$ cat config.mk
export PLATFORM = sky130hd
export DESIGN_NAME = atlr_front
export DESIGN_NICKNAME = d
export VERILOG_FILES = /design/src/rtl/atlr_pkg.sv /design/src/rtl/atlr_front.sv
export SDC_FILE = /design/constraint.sdc
export NUM_CORES = 1
export LEC_CHECK = 0
export ABC_AREA = 1
export BUFFER_PORTS_ARGS = -buffer_cell sky130_fd_sc_hd__buf_2
export CORE_ASPECT_RATIO = 1.4
export CORE_MARGIN = 2
export CORE_UTILIZATION = 46
export DETAILED_ROUTE_END_ITERATION = 12
export GPL_ROUTABILITY_DRIVEN = 1
export PLACE_DENSITY = 0.87
export SLEW_MARGIN = 20
export SYNTH_ARGS = -nofsm -noshare
export SYNTH_HDL_FRONTEND = slang
export SYNTH_SLANG_ARGS = --single-unit
export TNS_END_PERCENT = 10
$ cat constraint.sdc
create_clock -name vclk -period 3.41
set_input_delay 0.5115 -clock vclk [all_inputs]
set_output_delay 0.5115 -clock vclk [all_outputs]
set_load 0.05 [all_outputs]
$ cat src/rtl/atlr_pkg.sv
package atlr_pkg;

	localparam int CW = 9;       // pixel coordinate after rounding
	localparam int XW = 13;      // signed walk coordinate
	localparam int EW = 24;      // signed walk error
	localparam int HW = 13;      // half width in 1/32 pixel
	localparam int RW = 17;      // line length in Q.8
	localparam int QW = 26;      // coverage quotient bits
	localparam int DIMW = 13;    // clamped image dimension
	localparam int QDEPTH = 2;

	typedef enum logic [1:0] {
		OP_DRAW   = 2'd0,
		OP_READ   = 2'd1,
		OP_CLEAR  = 2'd2,
		OP_UNUSED = 2'd3
	} op_t;

	typedef enum logic [1:0] {
		CFG_WIDTH    = 2'd0,
		CFG_HEIGHT   = 2'd1,
		CFG_MAXVAL   = 2'd2,
		CFG_DILATION = 2'd3
	} cfg_reg_t;

	typedef enum logic [2:0] {
		CMD_NONE,
		CMD_DRAW,
		CMD_READ,
		CMD_READ_OUT,
		CMD_CLEAR
	} cmd_kind_t;

	typedef struct packed {
		cmd_kind_t       kind;
		logic [CW-1:0]   x0;
		logic [CW-1:0]   y0;
		logic [CW-1:0]   x1;
		logic [CW-1:0]   y1;
		logic [HW-1:0]   h;
		logic [7:0]      rcol;
		logic [7:0]      rrow;
	} cmd_t;

	typedef enum logic [4:0] {
		ST_INIT,
		ST_IDLE,
		ST_CLR,
		ST_RD0,
		ST_RD1,
		ST_SET0,
		ST_SET1,
		ST_SET2,
		ST_SET3,
		ST_SQW,
		ST_TOP,
		ST_YCHK,
		ST_YIN,
		ST_YINS,
		ST_YEND,
		ST_XCHK,
		ST_XIN,
		ST_XINS,
		ST_XEND,
		ST_PSTART,
		ST_PDIV,
		ST_PMUL,
		ST_PWR,
		ST_DONE
	} back_state_t;

	typedef enum logic [1:0] {
		RET_YCHK,
		RET_YSTEP,
		RET_XSTEP
	} ret_t;

	function automatic logic [DIMW-1:0] dim_clamp(input logic [8:0] w, input logic [DIMW-1:0] lim);
		logic [DIMW-1:0] we;
		we = DIMW'(w);
		return (we > lim) ? lim : we;
	endfunction

endpackage

$ cat src/rtl/atlr_front.sv
module atlr_front (
	input  logic                  in_valid,
	output logic                  in_ready,
	input  logic [1:0]            operation,
	input  logic [11:0]           start_x,
	input  logic [11:0]           start_y,
	input  logic [11:0]           end_x,
	input  logic [11:0]           end_y,
	input  logic [11:0]           thickness,
	input  logic [7:0]            read_column,
	input  logic [7:0]            read_row,
	input  logic [12:0]           cols,
	input  logic [12:0]           rows,
	input  logic [7:0]            line_dilation,
	input  logic                  q_full,
	input  logic                  init_busy,
	output logic                  push,
	output atlr_pkg::cmd_t        cmd
);
	import atlr_pkg::*;

	logic [12:0] lim_x, lim_y;
	logic        ok;

	function automatic logic [CW-1:0] rnd(input logic [11:0] c);
		logic [12:0] s;
		s = 13'(c) + 13'd8;
		return CW'(s >> 4);
	endfunction

	// cols and rows stay below 512 here, so x16 fits
	assign lim_x = 13'({cols, 4'b0});
	assign lim_y = 13'({rows, 4'b0});

	assign ok = (start_x != 12'd0) && (13'(start_x) < lim_x) &&
	            (start_y != 12'd0) && (13'(start_y) < lim_y) &&
	            (end_x != 12'd0) && (13'(end_x) < lim_x) &&
	            (end_y != 12'd0) && (13'(end_y) < lim_y);

	assign in_ready = !q_full && !init_busy;
	assign push = in_valid && in_ready;

	always_comb begin
		cmd.x0 = rnd(start_x);
		cmd.y0 = rnd(start_y);
		cmd.x1 = rnd(end_x);
		cmd.y1 = rnd(end_y);
		cmd.h = HW'(thickness) + HW'({line_dilation, 4'b0}) + HW'(16);
		cmd.rcol = read_column;
		cmd.rrow = read_row;
		unique case (op_t'(operation))
			OP_DRAW: begin
				cmd.kind = ok ? CMD_DRAW : CMD_NONE;
			end
			OP_READ: begin
				cmd.kind = ((13'(read_column) >= cols) || (13'(read_row) >= rows)) ?
				           CMD_READ_OUT : CMD_READ;
			end
			OP_CLEAR: begin
				cmd.kind = CMD_CLEAR;
			end
			default: begin
				cmd.kind = CMD_NONE;
			end
		endcase
	end

endmodule

==> run_results.csv, run 1 <==
group,metric,value,unit
grt,grt_use_met1,21.2,%
detailed_routing,routed_via_density,4.89,
detailed_routing,drc,0,
power,p_comb_share,100.0,%
power,seqPwrFrac,0,%
timing,final-hold-violation-count,0,
die,io_pins,185,
die,dieArea,0.00595,sq mm
grt,met3_usage,1.62,%
detailed_routing,wl,6780,microns
power,power.share.clock,0,%
power,power.leakage,2.05,nW
power,p_per_area,200,mW/mm^2
synth,post-synth-top-area-fraction,32.1,%
timing,fin_crit_sh,86.1,%
clocking,cts_hold_buf,0,
synth,synth_area_leader_cell,"ha_1",
finish,nClkBuffers,0,
worst_hold_path,min_path_type,"input pin to primary output",
timing,fmax,341,MHz
finish,fillers,470,
synth,syn_inst,383,
finish,fin_nets,721,
timing,min_period,2.94,ns
grt,grt_util_met2,45.5,%
die,fp.dieW,65.8,microns
placement,io_buffers,177,
grt,top_usage_layer,"met2",
synth,synthDistinctLibCells,28,
die,coreArea,0.00516,sq mm
grt,grt-ovfl-total,0,
finish,seq_cell_count,0,
finish,layout_common_cells,"buf_2 (177), nand2_1 (70), ha_1 (63), inv_1 (61), nor2_1 (38)",
clocking,postCtsSetupBuffers,0,
timing,drv_slew,0,
finish,insertedDiodeCount,0,
synth,netlist_area,0.00246,sq mm
synth,yosysWarningCount,0,
worst_setup_path,required,2.90,ns
finish,register_area,0,sq um
grt,grtUsageTotal,21.6,%
die,rows,31,
timing,setup_tns,0,ns
power,switching_share,69.9,%
grt,grt_pass1_vias,2828,
detailed_routing,firstDrtPassIters,4,
synth,syn_nets,562,
timing,relSlewSlack,79.6,%
power,p_int,197,uW
synth,ys_top_cells_by_area,"ha_1 (32%), xor2_1 (12%), nand2_1 (11%)",
worst_setup_path,critPathCaptureType,"primary output",
grt,grt_max_degree,6,
timing,worstMarginPinSlew,0.305,ns
die,die_h,90.5,microns
worst_setup_path,crit_fanout,3,
detailed_routing,routedWlPerCell,11.2,microns
worst_setup_path,worst_ep_arrival_time,2.42,ns
detailed_routing,final_antenna_net_count,0,
synth,syn_avg_cell_area,6.41,sq um
timing,setup_viol,0,
outcome,status,"finished clean",
placement,dpl.hpwl,6350,microns
synth,synth-seq-area-share,0,%
detailed_routing,drt_iter0_markers,54,
placement,gp_congestion,0.824,
clocking,post_cts_resized,0,
worst_hold_path,holdPathStages,0,
die,start_util,47.6,%
timing,worst_slack,0.474,ns
placement,dp_slack,0.469,ns
worst_setup_path,cp-start-kind,"input pin",
power,switchingPower,459,uW
grt,grt_pass1_wl,10900,microns
finish,syn2layout_area_growth,33.3,%
finish,drive_gt1_share,36.3,%
worst_setup_path,worstSetupPathType,"input pin to primary output",
finish,layout_commonest_cell,"buf_2",
grt,antenna_found_initial,0,
detailed_routing,num_vias,2962,
power,vdd_drop_max,0.133,mV
timing,rsz0062_at_grt,"false",
flow_run,cap_violations,0,
## layout make-up
cell class / instances / area [sq um] / share of cell area [%]
tap: 66 / 82.6 / 2.52
multi-input combinational: 294 / 2050 / 62.5
timing repair buffer: 177 / 886 / 27.1
inverter: 69 / 259 / 7.91
## critical path: stages
cell and delay [ns]:
buf_2 0.10, ha_1 0.28, ha_1 0.24, fa_1 0.41, nand3_1 0.10, nand2_1 0.09
a21oi_1 0.13, nor2_1 0.05, nor2_1 0.11, xnor2_1 0.13, buf_2 0.28
## cells by family after synthesis
logic type | synth area share (%)
and+or+nand+nor | 31.0
buffers and inverters | 16.7
adders and majority gates | 32.9
xor gates and xnor gates | 12.1
AOI/OAI and AO/OA | 7.34
## stage by stage
step / area [sq um] / hold WS, ns / instances / util (%) / power [mW]
2_1_floorplan: 2460 / 1.19 / 383 / - / 0.493
3_3_place_gp: 3270 / 1.02 / 606 / 63.5 / 0.640
3_5_place_dp: 3270 / 1.02 / 606 / 63.5 / 0.658
4_1_cts: 3270 / 1.02 / 606 / 63.5 / 0.660
5_1_grt: 3270 / 1.02 / 606 / 63.5 / 0.713
6_report: 3270 / 1.02 / 606 / 63.5 / 0.656
## power groups by stage
stage | Combinational (mW) | Clock, mW | Sequential, mW
after CTS | 0.660 | 0 | 0
final | 0.656 | 0 | 0
after global routing | 0.713 | 0 | 0
after global placement | 0.640 | 0 | 0
after floorplan | 0.493 | 0 | 0
after detailed placement | 0.658 | 0 | 0
## Yosys cell counts, types with 2 or more instances
master / n
inv_2: 7
nor3_2: 6
a21oi_1: 16
ha_1: 63
xor2_1: 33
buf_4: 20
nand4_1: 9
o211ai_1: 3
nor3_1: 8
nand3_1: 23
nor4_1: 2
o21ai_1: 6
nand2_1: 70
o21ai_0: 3
nand2_2: 3
nor3b_2: 2
inv_1: 61
nor2_1: 38
## final timing paths
kind,end,from,slack (ns)
setup / recovery,cmd[27],thickness[5],0.47
hold / removal,cmd[17],thickness[1],1.02
## per-layer routing
layer	wire length, microns	vias to the layer above
li1	-	1549
met1	2450	1290
met2	3710	115
met3	452	8
met4	167	0
met5	0	-
Note: power is estimated with default switching activity, not from simulation.
==> run 2, diff against run 1 <==
==> config.mk (replaced) <==
export PLATFORM = sky130hd
export DESIGN_NAME = atlr_front
export DESIGN_NICKNAME = d
export VERILOG_FILES = /design/src/rtl/atlr_pkg.sv /design/src/rtl/atlr_front.sv
export SDC_FILE = /design/constraint.sdc
export NUM_CORES = 1
export LEC_CHECK = 0
export ABC_AREA = 0
export BUFFER_PORTS_ARGS = -buffer_cell sky130_fd_sc_hd__buf_2
export CORE_ASPECT_RATIO = 1.4
export CORE_MARGIN = 2
export CORE_UTILIZATION = 44
export DETAILED_ROUTE_END_ITERATION = 12
export GPL_ROUTABILITY_DRIVEN = 1
export PLACE_DENSITY = 0.87
export SYNTH_ARGS = -nofsm -noshare
export SYNTH_HDL_FRONTEND = slang
export SYNTH_SLANG_ARGS = --single-unit
==> run_results.csv, run 2 <==
group,metric,value,unit
worst_setup_path,crit_path_max_incr_delay,0.41,ns
finish,syn2layout_area_growth,37.3,%
finish,layout_common_cells,"buf_2 (177), ha_1 (63), nand3_1 (29), xnor2_1 (25), inv_1 (22)",
detailed_routing,drt_iter0_markers,127,
timing,hold_ws,1.02,ns
synth,synthTopCellsByCount,"ha_1 (63), nand3_1 (29), xnor2_1 (25)",
grt,grt_pass1_wl,11000,microns
worst_hold_path,min_path_type,"input pin to primary output",
detailed_routing,firstDrtPassIters,4,
grt,grt-ovfl-total,0,
finish,nClkBuffers,0,
die,die_h,87.4,microns
power,vdd_drop_max,0.132,mV
timing,fin_crit_sh,93.1,%
timing,final-hold-violation-count,0,
synth,post-synth-top-area-fraction,36.1,%
detailed_routing,met3_length,508,microns
detailed_routing,drc,0,
timing,drv_slew,0,
worst_setup_path,critPathCaptureType,"primary output",
synth,netlist_area,0.00218,sq mm
finish,post-route-util,62.4,%
detailed_routing,highest_layer,"met4",
finish,final_area,0.00300,sq mm
power,p_comb_share,100.0,%
synth,yosysWarningCount,0,
worst_setup_path,required,2.90,ns
timing,setup_viol,0,
outcome,status,"finished clean",
worst_setup_path,worst_ep_arrival_time,2.66,ns
detailed_routing,routed_via_density,5.35,
finish,insertedDiodeCount,0,
synth,syn_nets,470,
synth,yosys.cell_count.top_type,"ha_1",
power,power.share.clock,0,%
placement,dpl.hpwl,6330,microns
finish,drive_gt1_share,40.0,%
synth,syn_inst,291,
grt,grtUsageTotal,23.6,%
power,seqPwrFrac,0,%
detailed_routing,num_vias,2738,
finish,fin_nets,629,
die,start_util,45.5,%
placement,io_buffers,177,
timing,min_period,3.17,ns
detailed_routing,wl,6940,microns
power,p_total,633,uW
flow_run,cap_violations,0,
synth,syn_avg_cell_area,7.51,sq um
placement,placed_area,0.00300,sq mm
synth,synthDistinctLibCells,37,
placement,dp_slack,0.244,ns
grt,grt_max_degree,8,
timing,setup_tns,0,ns
synth,ys_top_cells_by_area,"ha_1 (36%), xnor2_1 (10%), buf_4 (6.9%)",
detailed_routing,routedWlPerCell,13.5,microns
detailed_routing,dr_wl_met2,3900,microns
power,power.leakage,1.69,nW
power,switching_share,68.7,%
detailed_routing,met1_length,2430,microns
die,coreArea,0.00480,sq mm
timing,relSlewSlack,75.9,%
power,switchingPower,434,uW
finish,seq_cell_count,0,
synth,synth-seq-area-share,0,%
power,p_per_area,211,mW/mm^2
worst_setup_path,worstSetupPathType,"input pin to primary output",
die,io_pins,185,
worst_setup_path,cp-start-kind,"input pin",
worst_setup_path,crit_fanout,2,
worst_setup_path,cp_cell_sequence,"buf_2 > ha_1 > ha_1 > fa_1 > a21o_1 > a21oi_1 > o21bai_1 > a21oi_1 > xnor2_1 > buf_2",
grt,antenna_found_initial,0,
die,rows,30,
timing,worstMarginPinSlew,0.358,ns
finish,fin_cells,512,
clocking,post_cts_resized,0,
finish,layout_commonest_cell,"buf_2",
placement,gp_congestion,0.853,
grt,grt_pass1_vias,2632,
finish,register_area,0,sq um
timing,fmax,315,MHz
worst_setup_path,cp_slowest_cell,"fa_1",
synth,synth_area_leader_cell,"ha_1",
clocking,postCtsSetupBuffers,0,
die,fp.dieW,63.6,microns
placement,placedCellCount,512,
timing,worst_slack,0.235,ns
timing,rsz0062_at_grt,"false",
power,p_int,198,uW
detailed_routing,final_antenna_net_count,0,
clocking,cts_hold_buf,0,
die,dieArea,0.00555,sq mm
run 2: changes by cell type in the layout (fill, tap and decap cells not counted), moves of 7 or more:
cell	change
inv_1	-39
inv_2	-7
nand2_1	-56
nor2_1	-19
nor4_1	+10
xnor2_1	+24
xor2_1	-24
run 2: power by group through the flow:
stage,Sequential [mW],Clock (mW),Combinational [mW]
6_report,0,0,0.633
5_1_grt,0,0,0.681
4_1_cts,0,0,0.634
3_5_place_dp,0,0,0.631
3_3_place_gp,0,0,0.616
2_1_floorplan,0,0,0.465
run 2: final cells by class:
class | instances | area [sq um]
tap | 64 | 80.1
timing repair buffer | 177 | 886
multi-input combinational | 249 | 1950
fill | 451 | 1800
inverter | 22 | 82.6
run 2: worst paths after layout:
path / startpoint / endpoint / slack, ns / depth (start not counted)
worst max-delay path: thickness[5] / cmd[27] / 0.24 / 10
worst min-delay path: thickness[3] / cmd[19] / 1.02 / 0
run 2: metal layers:
metal	vias to the layer above	global-route usage, %
met5	-	0
met4	0	3.56
met3	12	2.20
met2	121	51.5
met1	1247	23.5
li1	1358	-
run 2: logic make-up (layout without fill, tap and decap cells):
logic type | count (synthesis) | in the layout | share of synthesized area (%)
xor gates and xnor gates | 34 | 34 | 13.6
adders and majority gates | 64 | 64 | 37.0
and+or+nand+nor | 102 | 102 | 24.1
buffers and inverters | 42 | 199 | 10.7
AOI/OAI and AO/OA | 49 | 49 | 14.7
run 2: worst max-delay path, delay by kind of cell:
family / cells / cell delay [ns]
adder cells (fa/ha/maj): 3 / 0.92
AO/OA/AOI/OAI: 4 / 0.69
XOR/XNOR: 1 / 0.15
buffers and inverters: 2 / 0.39
