--- src/rtl/atlr_pkg.sv ---
package atlr_pkg;

	localparam int CW = 9;       // pixel coordinate after rounding
	localparam int XW = 13;      // signed walk coordinate
	localparam int EW = 24;      // signed walk error
	localparam int HW = 13;      // half width in 1/32 pixel
	localparam int RW = 17;      // line length in Q.8
	localparam int QW = 26;      // coverage quotient bits
	localparam int DIMW = 13;    // clamped image dimension
	localparam int QDEPTH = 2;

	typedef enum logic [1:0] {
		OP_DRAW   = 2'd0,
		OP_READ   = 2'd1,
		OP_CLEAR  = 2'd2,
		OP_UNUSED = 2'd3
	} op_t;

	typedef enum logic [1:0] {
		CFG_WIDTH    = 2'd0,
		CFG_HEIGHT   = 2'd1,
		CFG_MAXVAL   = 2'd2,
		CFG_DILATION = 2'd3
	} cfg_reg_t;

	typedef enum logic [2:0] {
		CMD_NONE,
		CMD_DRAW,
		CMD_READ,
		CMD_READ_OUT,
		CMD_CLEAR
	} cmd_kind_t;

	typedef struct packed {
		cmd_kind_t       kind;
		logic [CW-1:0]   x0;
		logic [CW-1:0]   y0;
		logic [CW-1:0]   x1;
		logic [CW-1:0]   y1;
		logic [HW-1:0]   h;
		logic [7:0]      rcol;
		logic [7:0]      rrow;
	} cmd_t;

	typedef enum logic [4:0] {
		ST_INIT,
		ST_IDLE,
		ST_CLR,
		ST_RD0,
		ST_RD1,
		ST_SET0,
		ST_SET1,
		ST_SET2,
		ST_SET3,
		ST_SQW,
		ST_TOP,
		ST_YCHK,
		ST_YIN,
		ST_YINS,
		ST_YEND,
		ST_XCHK,
		ST_XIN,
		ST_XINS,
		ST_XEND,
		ST_PSTART,
		ST_PDIV,
		ST_PMUL,
		ST_PWR,
		ST_DONE
	} back_state_t;

	typedef enum logic [1:0] {
		RET_YCHK,
		RET_YSTEP,
		RET_XSTEP
	} ret_t;

	function automatic logic [DIMW-1:0] dim_clamp(input logic [8:0] w, input logic [DIMW-1:0] lim);
		logic [DIMW-1:0] we;
		we = DIMW'(w);
		return (we > lim) ? lim : we;
	endfunction

endpackage

--- src/rtl/atlr_fifo.sv ---
module atlr_fifo (
	input  logic           clk,
	input  logic           arst_n,
	input  logic           push,
	input  atlr_pkg::cmd_t din,
	output logic           full,
	input  logic           pop,
	output logic           valid,
	output atlr_pkg::cmd_t dout
);
	import atlr_pkg::*;

	localparam int PW = $clog2(QDEPTH);
	localparam int NW = $clog2(QDEPTH + 1);

	cmd_t          ent_q [QDEPTH];
	logic [PW-1:0] wptr_q, rptr_q;
	logic [NW-1:0] cnt_q;

	assign full = (cnt_q == NW'(QDEPTH));
	assign valid = (cnt_q != '0);
	assign dout = ent_q[rptr_q];

	always_ff @(posedge clk or negedge arst_n) begin
		if (!arst_n) begin
			wptr_q <= '0;
			rptr_q <= '0;
			cnt_q <= '0;
		end else begin
			if (push) wptr_q <= wptr_q + 1'b1;
			if (pop) rptr_q <= rptr_q + 1'b1;
			if (push && !pop) cnt_q <= cnt_q + 1'b1;
			else if (pop && !push) cnt_q <= cnt_q - 1'b1;
		end
	end

	always_ff @(posedge clk) begin
		if (push) ent_q[wptr_q] <= din;
	end

endmodule

--- config.mk ---
export PLATFORM = sky130hd
export DESIGN_NAME = atlr_fifo
export DESIGN_NICKNAME = d
export VERILOG_FILES = /design/src/rtl/atlr_pkg.sv /design/src/rtl/atlr_fifo.sv
export SDC_FILE = /design/constraint.sdc
export NUM_CORES = 1
export LEC_CHECK = 0
export ABC_AREA = 1
export BUFFER_PORTS_ARGS = -buffer_cell sky130_fd_sc_hd__buf_2
export CAP_MARGIN = 0
export CORE_MARGIN = 2
export CORE_UTILIZATION = 48
export CTS_CLUSTER_SIZE = 24
export DETAILED_ROUTE_END_ITERATION = 8
export MAX_ROUTING_LAYER = met4
export PLACE_DENSITY = 0.74
export SYNTH_ARGS = -nofsm -noshare
export SYNTH_HDL_FRONTEND = slang
export SYNTH_SLANG_ARGS = --single-unit
--- constraint.sdc ---
create_clock -name clk -period 4.4 [get_ports clk]
set_input_delay 0.66 -clock clk [delete_from_list [all_inputs] [get_ports clk]]
set_output_delay 0.66 -clock clk [all_outputs]
set_load 0.005 [all_outputs]
==> results.md, run 1 <==
- Status: completed
- Final Instance Count excl. Fillers: 542
- GPL Wtd Cong: 0.709
- Sw Pwr: 0.00109 W
- Mapped Nets: 310
- RSZ-0062 raised after global routing: false
- Tightest Hold Check Type: in2reg
- Crit start category: register
- Global-route wire length before repair: 13.2 mm
- Cell Pwr Density: 653 nW/µm²
- Placement Rows: 37
- Final min period: 2.83 ns
- Worst Path Required: 3.74 ns
- Seq pwr share: 45.4%
- Postcts setup bufs: 0
- Reg-to-reg endpoint: ent_q[1][63]$_DFFE_PP_
- Crit-path max FO: 69
- Hpwl dp: 5.73 mm
- Max cap viols: 0
- Critical Path End Type: output port
- Worst Max-Slew Pin Slew: 0.980 ns
- FF+latch count, synth: 140
- Layout cell share with drive strength beyond 1: 60.0%
- Max transition margin: 34.7%
- Gate Count Post-Synth: 237
- Slew Viols, Final: 0
- Initial antenna violation count: 1
- Internal Pwr Total: 0.00324 W
- Post-Place Cells: 508
- Die H: 108 µm
- Max Root-Sink Buffers: 2
- DR iter-0 viols: 163
- GRT Residual Overflow: 0
- Most common cell after layout, fill and taps aside: buf_2
- Cell Area, Synth: 5160 µm²
- Most frequent cells in the layout: 141 x buf_2, 136 x edfxtp_1, 58 x mux2_2, 16 x clkbuf_16, 10 x mux2_4
- Vias in the first global route: 2664
- Initial core utilization: 49.7%
- Highest clock rate: 353 MHz
- # setup viols final: 0
- Number of nets with antenna violations after routing: 0
- I/O Pins: 142
- Comb power frac: 21.2%
- Drt wl/cell: 16.7 µm
- Sw frac: 25.1%
- Arr. time, crit path: 2.17 ns
- Die footprint: 11600 µm²
- Pin count of the biggest net entering global routing: 70
- TritonRoute pass-1 iters: 5
- Final Total Pwr: 0.00433 W
- Library cells used by synthesis: 15
- Post-Route Setup TNS: 0 ns
- Core ar.: 10400 µm²
- Gr usage total: 16.3%
- Clock-pin slew on the worst setup and hold paths: 0.06 ns
- Avg Cell Area, Syn: 21.8 µm²
- Fin. Hold Viols: 0
- Cts hold-fix bufs: 1
- FF-to-FF setup slack: 2.48 ns
- CTS Sinks: 140
- Vias/cell: 4.87
- Register area share after synthesis: 81.1%
- Yosys warnings: 0
- RR Startpoint: wptr_q$_DFFE_PN0P_
- VDD IR max: 0.372 mV
- Final routed DRC violation total: 0
- CTS Buf Count: 17
- Final Skew: 0.00449 ns
- Path depth of the worst reg2reg path: 3
- Clock Power Share: 33.3%
- Clock latency on the worst-skew pair: 0.51 ns
- PostCTS Resize Cnt: 0
- Via count: 2638
- Final nets: 465
- DIE WIDTH: 108 µm
- CP endpoint: dout[17]
- Final period util: 64.3%
- Synth-to-Final Area Change: 28.6%
- CTS tree: built
- WS Path Type: reg2out
- Crit path from: rptr_q$_DFFE_PN0P_
- # port buffers: 141
- DRT Wirelength: 9.03 mm
- H-tree depth: 4
- CTS Root Cell: clkbuf_8
- Leak: 2.57 nW
==> power by group through the flow <==
stage / Sequential (W) / Combinational, W / Clock (W)
floorplan: 0.00186 / 0.000680 / 0
global placement: 0.00199 / 0.000923 / 0
detailed placement: 0.00200 / 0.000932 / 0
CTS: 0.00197 / 0.000938 / 0.00147
global route: 0.00200 / 0.000998 / 0.00153
finish: 0.00197 / 0.000919 / 0.00144
==> sequential cells by signal (all words and copies together) (netlist names) <==
| register | flops |
|---|---|
| ent_q | 136 |
| cnt_q | 2 |
| rptr_q | 1 |
| wptr_q | 1 |
==> cell families (layout without fill, tap and decap cells) <==
group | after synthesis | count (layout) | share of synthesized area [%]
adders and majority gates | 1 | 1 | 0.243
and+or+nand+nor | 10 | 10 | 0.801
muxes | 68 | 68 | 15.6
xor gates and xnor gates | 3 | 3 | 0.510
DFF | 140 | 140 | 81.1
other | 0 | 1 | 0
buffers and inverters | 15 | 183 | 1.72
==> synthesized netlist by cell type <==
cell / count / area share (%)
edfxtp_1: 136 / 79
mux2_2: 58 / 13
mux2_4: 10 / 2.9
inv_1: 7 / 0.51
nand2_1: 6 / 0.44
buf_2: 5 / 0.49
dfrtp_1: 4 / 1.9
buf_6: 2 / 0.44
nor2_1: 2 / 0.15
xor2_1: 2 / 0.34
buf_8: 1 / 0.29
ha_1: 1 / 0.24
nand3_1: 1 / 0.097
nand4_1: 1 / 0.12
xnor2_1: 1 / 0.17
==> layout make-up <==
class | count | area, µm²
Fill cell | 781 | 3740
Timing Repair Buffer | 144 | 743
Sequential cell | 140 | 4190
Multi-Input combinational cell | 82 | 891
Inverter | 7 | 26.3
Clock buffer | 21 | 439
Tap cell | 136 | 170
Antenna cell | 1 | 2.50
Clock inverter | 11 | 169
==> worst min-delay path by stage <==
stage	startpoint	to	cells after the start	slack [ns]
floorplan	arst_n	cnt_q[0]$_DFFE_PN0P_	0	0.36
global placement	arst_n	cnt_q[0]$_DFFE_PN0P_	1	0.47
detailed placement	arst_n	cnt_q[0]$_DFFE_PN0P_	1	0.47
CTS	din[10]	ent_q[0][10]$_DFFE_PP_	1	0.31
global route	din[2]	ent_q[1][2]$_DFFE_PP_	1	0.30
finish	din[21]	ent_q[0][21]$_DFFE_PP_	1	0.34
==> critical path, stage by stage (launching register included) <==
cell and delay [ns]:
dfrtp_4 1.08, mux2_2 0.43, buf_2 0.13
==> metrics by stage <==
step / utilization [%] / setup WS [ns] / hold slack [ns] / instance area [µm²]
after detailed placement: 57.9 / 2.08 / 0.474 / 6010
final: 63.9 / 1.57 / 0.336 / 6630
after global routing: 63.9 / 1.45 / 0.303 / 6630
after global placement: 57.9 / 2.08 / 0.466 / 6010
after CTS: 63.9 / 1.53 / 0.308 / 6630
after floorplan: - / 0.353 / 0.364 / 5160
==> per-layer routing <==
metal	track usage (%)	share of wire [%]	up-vias
li1	-	-	1240
met1	18.8	40	1295
met2	26.2	52	95
met3	5.99	6.0	8
met4	6.32	1.3	0
met5	-	0	-
Note: power is estimated with default switching activity, not from simulation.
==> inputs of run 2 (changes only) <==
clock period = 2.8 ns   (was 4.4 ns; I/O delays follow)
==> results.md, run 2 (same netlist as run 1, synthesis figures left out) <==
- DR iter-0 viols: 96 (was 163)
- Met3 Resource Use GR: 6.23% (was 5.99%)
- Die H: 108 µm (unchanged)
- Vias/cell: 4.89 (was 4.87)
- # port buffers: 141 (unchanged)
- Postcts setup bufs: 0 (unchanged)
- Final min period: 2.47 ns
- Worst path top cell family by delay: flip-flops (unchanged)
- Final nets: 468 (was 465)
- CTS Root Cell: clkbuf_8 (unchanged)
- # setup viols final: 0 (unchanged)
- Path depth of the worst reg2reg path: 3 (unchanged)
- Max transition margin: 58.9% (was 34.7%)
- Leak: 2.58 nW (was 2.57 nW)
- Status: completed (unchanged)
- Hpwl dp: 5.98 mm (was 5.73 mm)
- Hold Crit Endpoint: ent_q[0][0]$_DFFE_PP_ (was ent_q[0][21]$_DFFE_PP_)
- Max FFs per register: 136 (unchanged)
- Initial core utilization: 49.7% (unchanged)
- Layout cell share with drive strength beyond 1: 60.0% (about the same)
- Final period util: 88.3%
- Clock-pin slew on the worst setup and hold paths: 0.06 ns (about the same)
- Final routed DRC violation total: 0 (unchanged)
- Initial antenna violation count: 1 (unchanged)
- Placed inst area: 6070 µm² (was 6010 µm²)
- Final Skew: 0.00559 ns (was 0.00449 ns)
- Design Area, Final: 6650 µm² (was 6630 µm²)
- Clock latency on the worst-skew pair: 0.52 ns (was 0.51 ns)
- FF-to-FF setup slack: 1.24 ns (was 2.48 ns)
- Vias in the first global route: 2794 (was 2664)
- Number of nets with antenna violations after routing: 0 (unchanged)
- Die footprint: 11600 µm² (unchanged)
- Fin. Hold Viols: 0 (unchanged)
- PostCTS Resize Cnt: 0 (unchanged)
- Largest Register: ent_q (unchanged)
- Arr. time, crit path: 2.05 ns (was 2.17 ns)
- Global-route wire length before repair: 13.7 mm (was 13.2 mm)
- RSZ-0062 raised after global routing: false (unchanged)
- Tightest Hold Check Type: in2reg (unchanged)
- TritonRoute pass-1 iters: 4 (was 5)
- Synth-to-Final Area Change: 29.0% (was 28.6%)
- Hold path depth: 1 (unchanged)
- Filler cells: 786 (was 781)
- CTS tree: built (unchanged)
- GRT Residual Overflow: 0 (unchanged)
- Max cap viols: 0 (unchanged)
- GRT busiest layer: met2 (unchanged)
- Largest registers: ent_q x136, cnt_q x2 (unchanged)
- Placement Rows: 37 (unchanged)
- Met1 usage: 19.3% (was 18.8%)
- Reg-to-reg endpoint: ent_q[1][30]$_DFFE_PP_ (was ent_q[1][63]$_DFFE_PP_)
- Grt met2 use: 27.1% (was 26.2%)
- DIE WIDTH: 108 µm (unchanged)
- Pin count of the biggest net entering global routing: 42 (was 70)
- Worst Max-Slew Pin Slew: 0.615 ns (was 0.980 ns)
- VDD IR max: 0.498 mV (was 0.372 mV)
- Crit-path max FO: 41 (was 69)
- DRT Wirelength: 9.04 mm (was 9.03 mm)
- Worst path max stage delay: 0.69 ns (was 1.08 ns)
- Core ar.: 10400 µm² (unchanged)
- Slew Viols, Final: 0 (unchanged)
- Drt wl/cell: 16.6 µm (was 16.7 µm)
- Post-Route Setup TNS: 0 ns (unchanged)
- Highest clock rate: 404 MHz
- Crit start category: register (unchanged)
- Most common cell after layout, fill and taps aside: buf_2 (unchanged)
- I/O Pins: 142 (unchanged)
- CP max-delay cell: dfrtp_4 (unchanged)
- GPL Wtd Cong: 0.736 (was 0.709)
- Max Root-Sink Buffers: 2 (unchanged)
- Cell Pwr Density: 1010 nW/µm² (was 653 nW/µm²)
- Critical-path cell list: buf_12, mux2_2, buf_2 (was mux2_2, buf_2)
- H-tree depth: 4 (unchanged)
- Worst Path Required: 2.38 ns (was 3.74 ns)
- RR Startpoint: wptr_q$_DFFE_PN0P_ (unchanged)
- Critical Path End Type: output port (unchanged)
- Via count: 2659 (was 2638)
- Gr usage total: 16.9% (was 16.3%)
- Min-delay src: din[0] (was din[21])
- CTS Sinks: 140 (unchanged)
- Crit path buf inv count: 2 (was 1)
- CTS Buf Count: 17 (unchanged)
- Most frequent cells in the layout: 141 x buf_2, 136 x edfxtp_1, 58 x mux2_2, 16 x clkbuf_16, 10 x mux2_4 (unchanged)
- WS Path Type: reg2out (unchanged)
-- run 2: changes by cell type in the layout (fill, tap and decap cells not counted) --
cell | before | now
buf_12 | 1 | 4
bufinv_16 | 4 | 3
clkbuf_1 | 3 | 2
clkbuf_8 | 2 | 1
clkinv_1 | 0 | 2
clkinv_4 | 0 | 3
clkinvlp_4 | 4 | 2
inv_6 | 1 | 0
-- run 2: cell type report --
class / count / area, µm² / area share, %
inverters: 7 / 26.3 / 0.395
diodes: 1 / 2.50 / 0.0376
multi-input cells: 82 / 891 / 13.4
repair buffers: 147 / 803 / 12.1
well taps: 136 / 170 / 2.56
clock buffers: 19 / 422 / 6.34
flip-flops and latches: 140 / 4190 / 63.0
clock inverters: 12 / 149 / 2.24
-- run 2: through the flow --
stage / std cells / worst slack [ns] / total power [W] / util (%) / hold WS [ns]
after floorplan: 237 / 0.170 / 0.00398 / - / 0.124
after global placement: 511 / 0.860 / 0.00463 / 58.5 / 0.230
after detailed placement: 511 / 0.857 / 0.00467 / 58.5 / 0.237
after CTS: 543 / 0.287 / 0.00682 / 64.1 / 0.0598
after global routing: 544 / 0.223 / 0.00705 / 64.1 / 0.0576
final: 544 / 0.327 / 0.00672 / 64.1 / 0.0914
-- run 2: worst max-delay path by stage --
stage | endpoint | startpoint | slack [ns] | cells past startpoint
global route | dout[27] | rptr_q$_DFFE_PN0P_ | 0.22 | 3
finish | dout[15] | rptr_q$_DFFE_PN0P_ | 0.33 | 3
floorplan | ent_q[0][0]$_DFFE_PP_ | push | 0.17 | 2
detailed placement | dout[15] | rptr_q$_DFFE_PN0P_ | 0.86 | 3
global placement | dout[15] | rptr_q$_DFFE_PN0P_ | 0.86 | 3
CTS | dout[15] | rptr_q$_DFFE_PN0P_ | 0.29 | 3
-- run 2: power by group --
| group | total (W) | leakage, nW | switching [W] | internal [W] |
|---|---|---|---|---|
| combinational | 0.00162 | 0.987 | 0.000728 | 0.000890 |
| clock | 0.00213 | 0.273 | 0.000783 | 0.00134 |
| sequential | 0.00297 | 1.32 | 0.000189 | 0.00279 |
-- run 2: layer usage --
metal	wire length (µm)	vias to the layer above	part of all wire (%)
li1	-	1240	-
met1	3700	1305	41
met2	4590	100	51
met3	613	14	6.8
met4	137	0	1.5
met5	0	-	0
-- run 2: what timing repair did --
item / CTS / global route
setup endpoints to repair: 0 / 0
hold buffers: 1 / 0
endpoints found under the hold margin: 4 / 0
==> inputs of run 3 (changes only) <==
CORE_UTILIZATION = 50   (was 48)
PLACE_DENSITY = 0.77   (was 0.74)
RECOVER_POWER = 100   (was default)
TNS_END_PERCENT = 30   (was default)
==> results.md, run 3 (same netlist as run 1, synthesis figures left out) <==
- Status: completed (unchanged)
- # setup viols final: 0 (unchanged)
- Final worst slack: 0.286 ns (was 0.327 ns)
- Largest Register: ent_q (unchanged)
- Diodes inserted: 0 (was 1)
- Gr usage total: 16.9% (about the same)
- Vias in the first global route: 2746 (was 2794)
- Post-layout util: 64.3% (was 64.1%)
- CTS Sinks: 140 (unchanged)
- DIE WIDTH: 106 µm (was 108 µm)
- Postcts setup bufs: 0 (unchanged)
- Cell Pwr Density: 1030 nW/µm² (was 1010 nW/µm²)
- CTS Root Cell: clkbuf_8 (unchanged)
- Final period util: 89.8% (was 88.3%)
- GPL Wtd Cong: 0.727 (was 0.736)
- Arr. time, crit path: 2.09 ns (was 2.05 ns)
- Setup WS pre-CTS: 0.772 ns (was 0.857 ns)
- Vias/cell: 4.85 (was 4.89)
- RSZ-0062 raised after global routing: false (unchanged)
- Clock-pin slew on the worst setup and hold paths: 0.06 ns (about the same)
- H-tree depth: 4 (unchanged)
- I/O Pins: 142 (unchanged)
- Largest registers: ent_q x136, cnt_q x2 (unchanged)
- Drt wl/cell: 16.2 µm (was 16.6 µm)
- CTS Buf Count: 17 (unchanged)
- Fin. Hold Viols: 0 (unchanged)
- WS Path Type: reg2out (unchanged)
- Initial antenna violation count: 0 (was 1)
- Final routed DRC violation total: 0 (unchanged)
- Highest clock rate: 398 MHz (was 404 MHz)
- Die footprint: 11100 µm² (was 11600 µm²)
- Worst Max-Slew Pin Slew: 1.31 ns (was 0.615 ns)
- Slew Viols, Final: 0 (unchanged)
- PostCTS Resize Cnt: 0 (unchanged)
- Initial core utilization: 50.6% (was 49.7%)
- Number of nets with antenna violations after routing: 0 (unchanged)
- Filler cells: 772 (was 786)
- Max cap viols: 0 (unchanged)
- Post-Place Cells: 510 (was 511)
- Clock latency on the worst-skew pair: 0.50 ns (was 0.52 ns)
- Core ar.: 10200 µm² (was 10400 µm²)
- DRT Wirelength: 8.82 mm (was 9.04 mm)
- Hpwl dp: 5.71 mm (was 5.98 mm)
- CTS tree: built (unchanged)
- Via count: 2635 (was 2659)
- Most common cell after layout, fill and taps aside: edfxtp_1 (was buf_2)
- Synth-to-Final Area Change: 27.1% (was 29.0%)
- Max Root-Sink Buffers: 2 (unchanged)
- TritonRoute pass-1 iters: 5 (was 4)
- Final Skew: 0.0103 ns (was 0.00559 ns)
- Final nets: 467 (was 468)
- Max FFs per register: 136 (unchanged)
- Crit start category: register (unchanged)
- Die H: 106 µm (was 108 µm)
- Most frequent cells in the layout: 136 x edfxtp_1, 89 x buf_2, 54 x mux2_2, 53 x clkbuf_1, 16 x clkbuf_16 (was 141 x buf_2, 136 x edfxtp_1, 58 x mux2_2, 16 x clkbuf_16, 10 x mux2_4)
- Final min period: 2.51 ns (was 2.47 ns)
- # port buffers: 141 (unchanged)
- Pin count of the biggest net entering global routing: 46 (was 42)
- Max transition margin: 12.4% (was 58.9%)
- Layout cell share with drive strength beyond 1: 44.5% (was 60.0%)
- VDD IR max: 0.551 mV (was 0.498 mV)
- GRT Residual Overflow: 0 (unchanged)
- Final Instance Count excl. Fillers: 543 (was 544)
- Placement Rows: 37 (unchanged)
- DR iter-0 viols: 122 (was 96)
- Crit-path max FO: 40 (was 41)
- Cts hold-fix bufs: 1 (unchanged)
- Global-route wire length before repair: 13.6 mm (was 13.7 mm)
- Critical Path End Type: output port (unchanged)
- Worst Path Required: 2.38 ns (about the same)
- Tightest Hold Check Type: in2reg (unchanged)
- Leak: 2.40 nW (was 2.58 nW)
- Post-Route Setup TNS: 0 ns (unchanged)
-- run 3: worst max-delay path, cell delays in order, from the launching register on --
cell	delay (ns)
dfrtp_4	0.79
buf_12	0.28
mux2_1	0.37
buf_2	0.14
-- run 3: worst paths after layout --
check                                          to  depth (start not counted)            startpoint  slack [ns]
min reg2reg                  cnt_q[1]$_DFFE_PN0P_                          2  cnt_q[1]$_DFFE_PN0P_        0.49
max                                      dout[66]                          3    rptr_q$_DFFE_PN0P_        0.29
max reg2reg                ent_q[1][29]$_DFFE_PP_                          3    wptr_q$_DFFE_PN0P_        0.49
min in group asynchronous    cnt_q[1]$_DFFE_PN0P_                          2                arst_n        0.29
max in group asynchronous      rptr_q$_DFFE_PN0P_                          2                arst_n        2.29
min                         ent_q[0][5]$_DFFE_PP_                          1                din[5]        0.10
-- run 3: metrics by stage --
step | hold WS, ns | area [µm²] | total power, W
2_1_floorplan | 0.124 | 5160 | 0.00398
3_3_place_gp | 0.228 | 6040 | 0.00459
3_5_place_dp | 0.233 | 6040 | 0.00464
4_1_cts | 0.0778 | 6670 | 0.00694
5_1_grt | 0.0743 | 6550 | 0.00708
6_report | 0.102 | 6550 | 0.00675
-- run 3: cell type report --
class                           instances  area (µm²)  area share [%]
Clock inverter                         13         190            2.90
Timing Repair Buffer                  146         688            10.5
Clock buffer                           19         432            6.59
Inverter                                7        26.3           0.401
Multi-Input combinational cell         82         857            13.1
Sequential cell                       140        4190            63.9
Tap cell                              136         170            2.60
-- run 3: per-layer routing --
layer | part of all wire [%] | global-route usage, % | vias up
li1 | - | - | 1244
met1 | 42 | 21.0 | 1287
met2 | 51 | 25.8 | 96
met3 | 5.4 | 4.02 | 8
met4 | 1.3 | 9.59 | 0
met5 | 0 | - | -
-- run 3: power by group --
group	leakage (nW)	internal, W	switching, W
sequential	1.32	0.00280	0.000217
clock	0.291	0.00148	0.000813
combinational	0.789	0.000759	0.000688
total	2.40	0.00503	0.00172
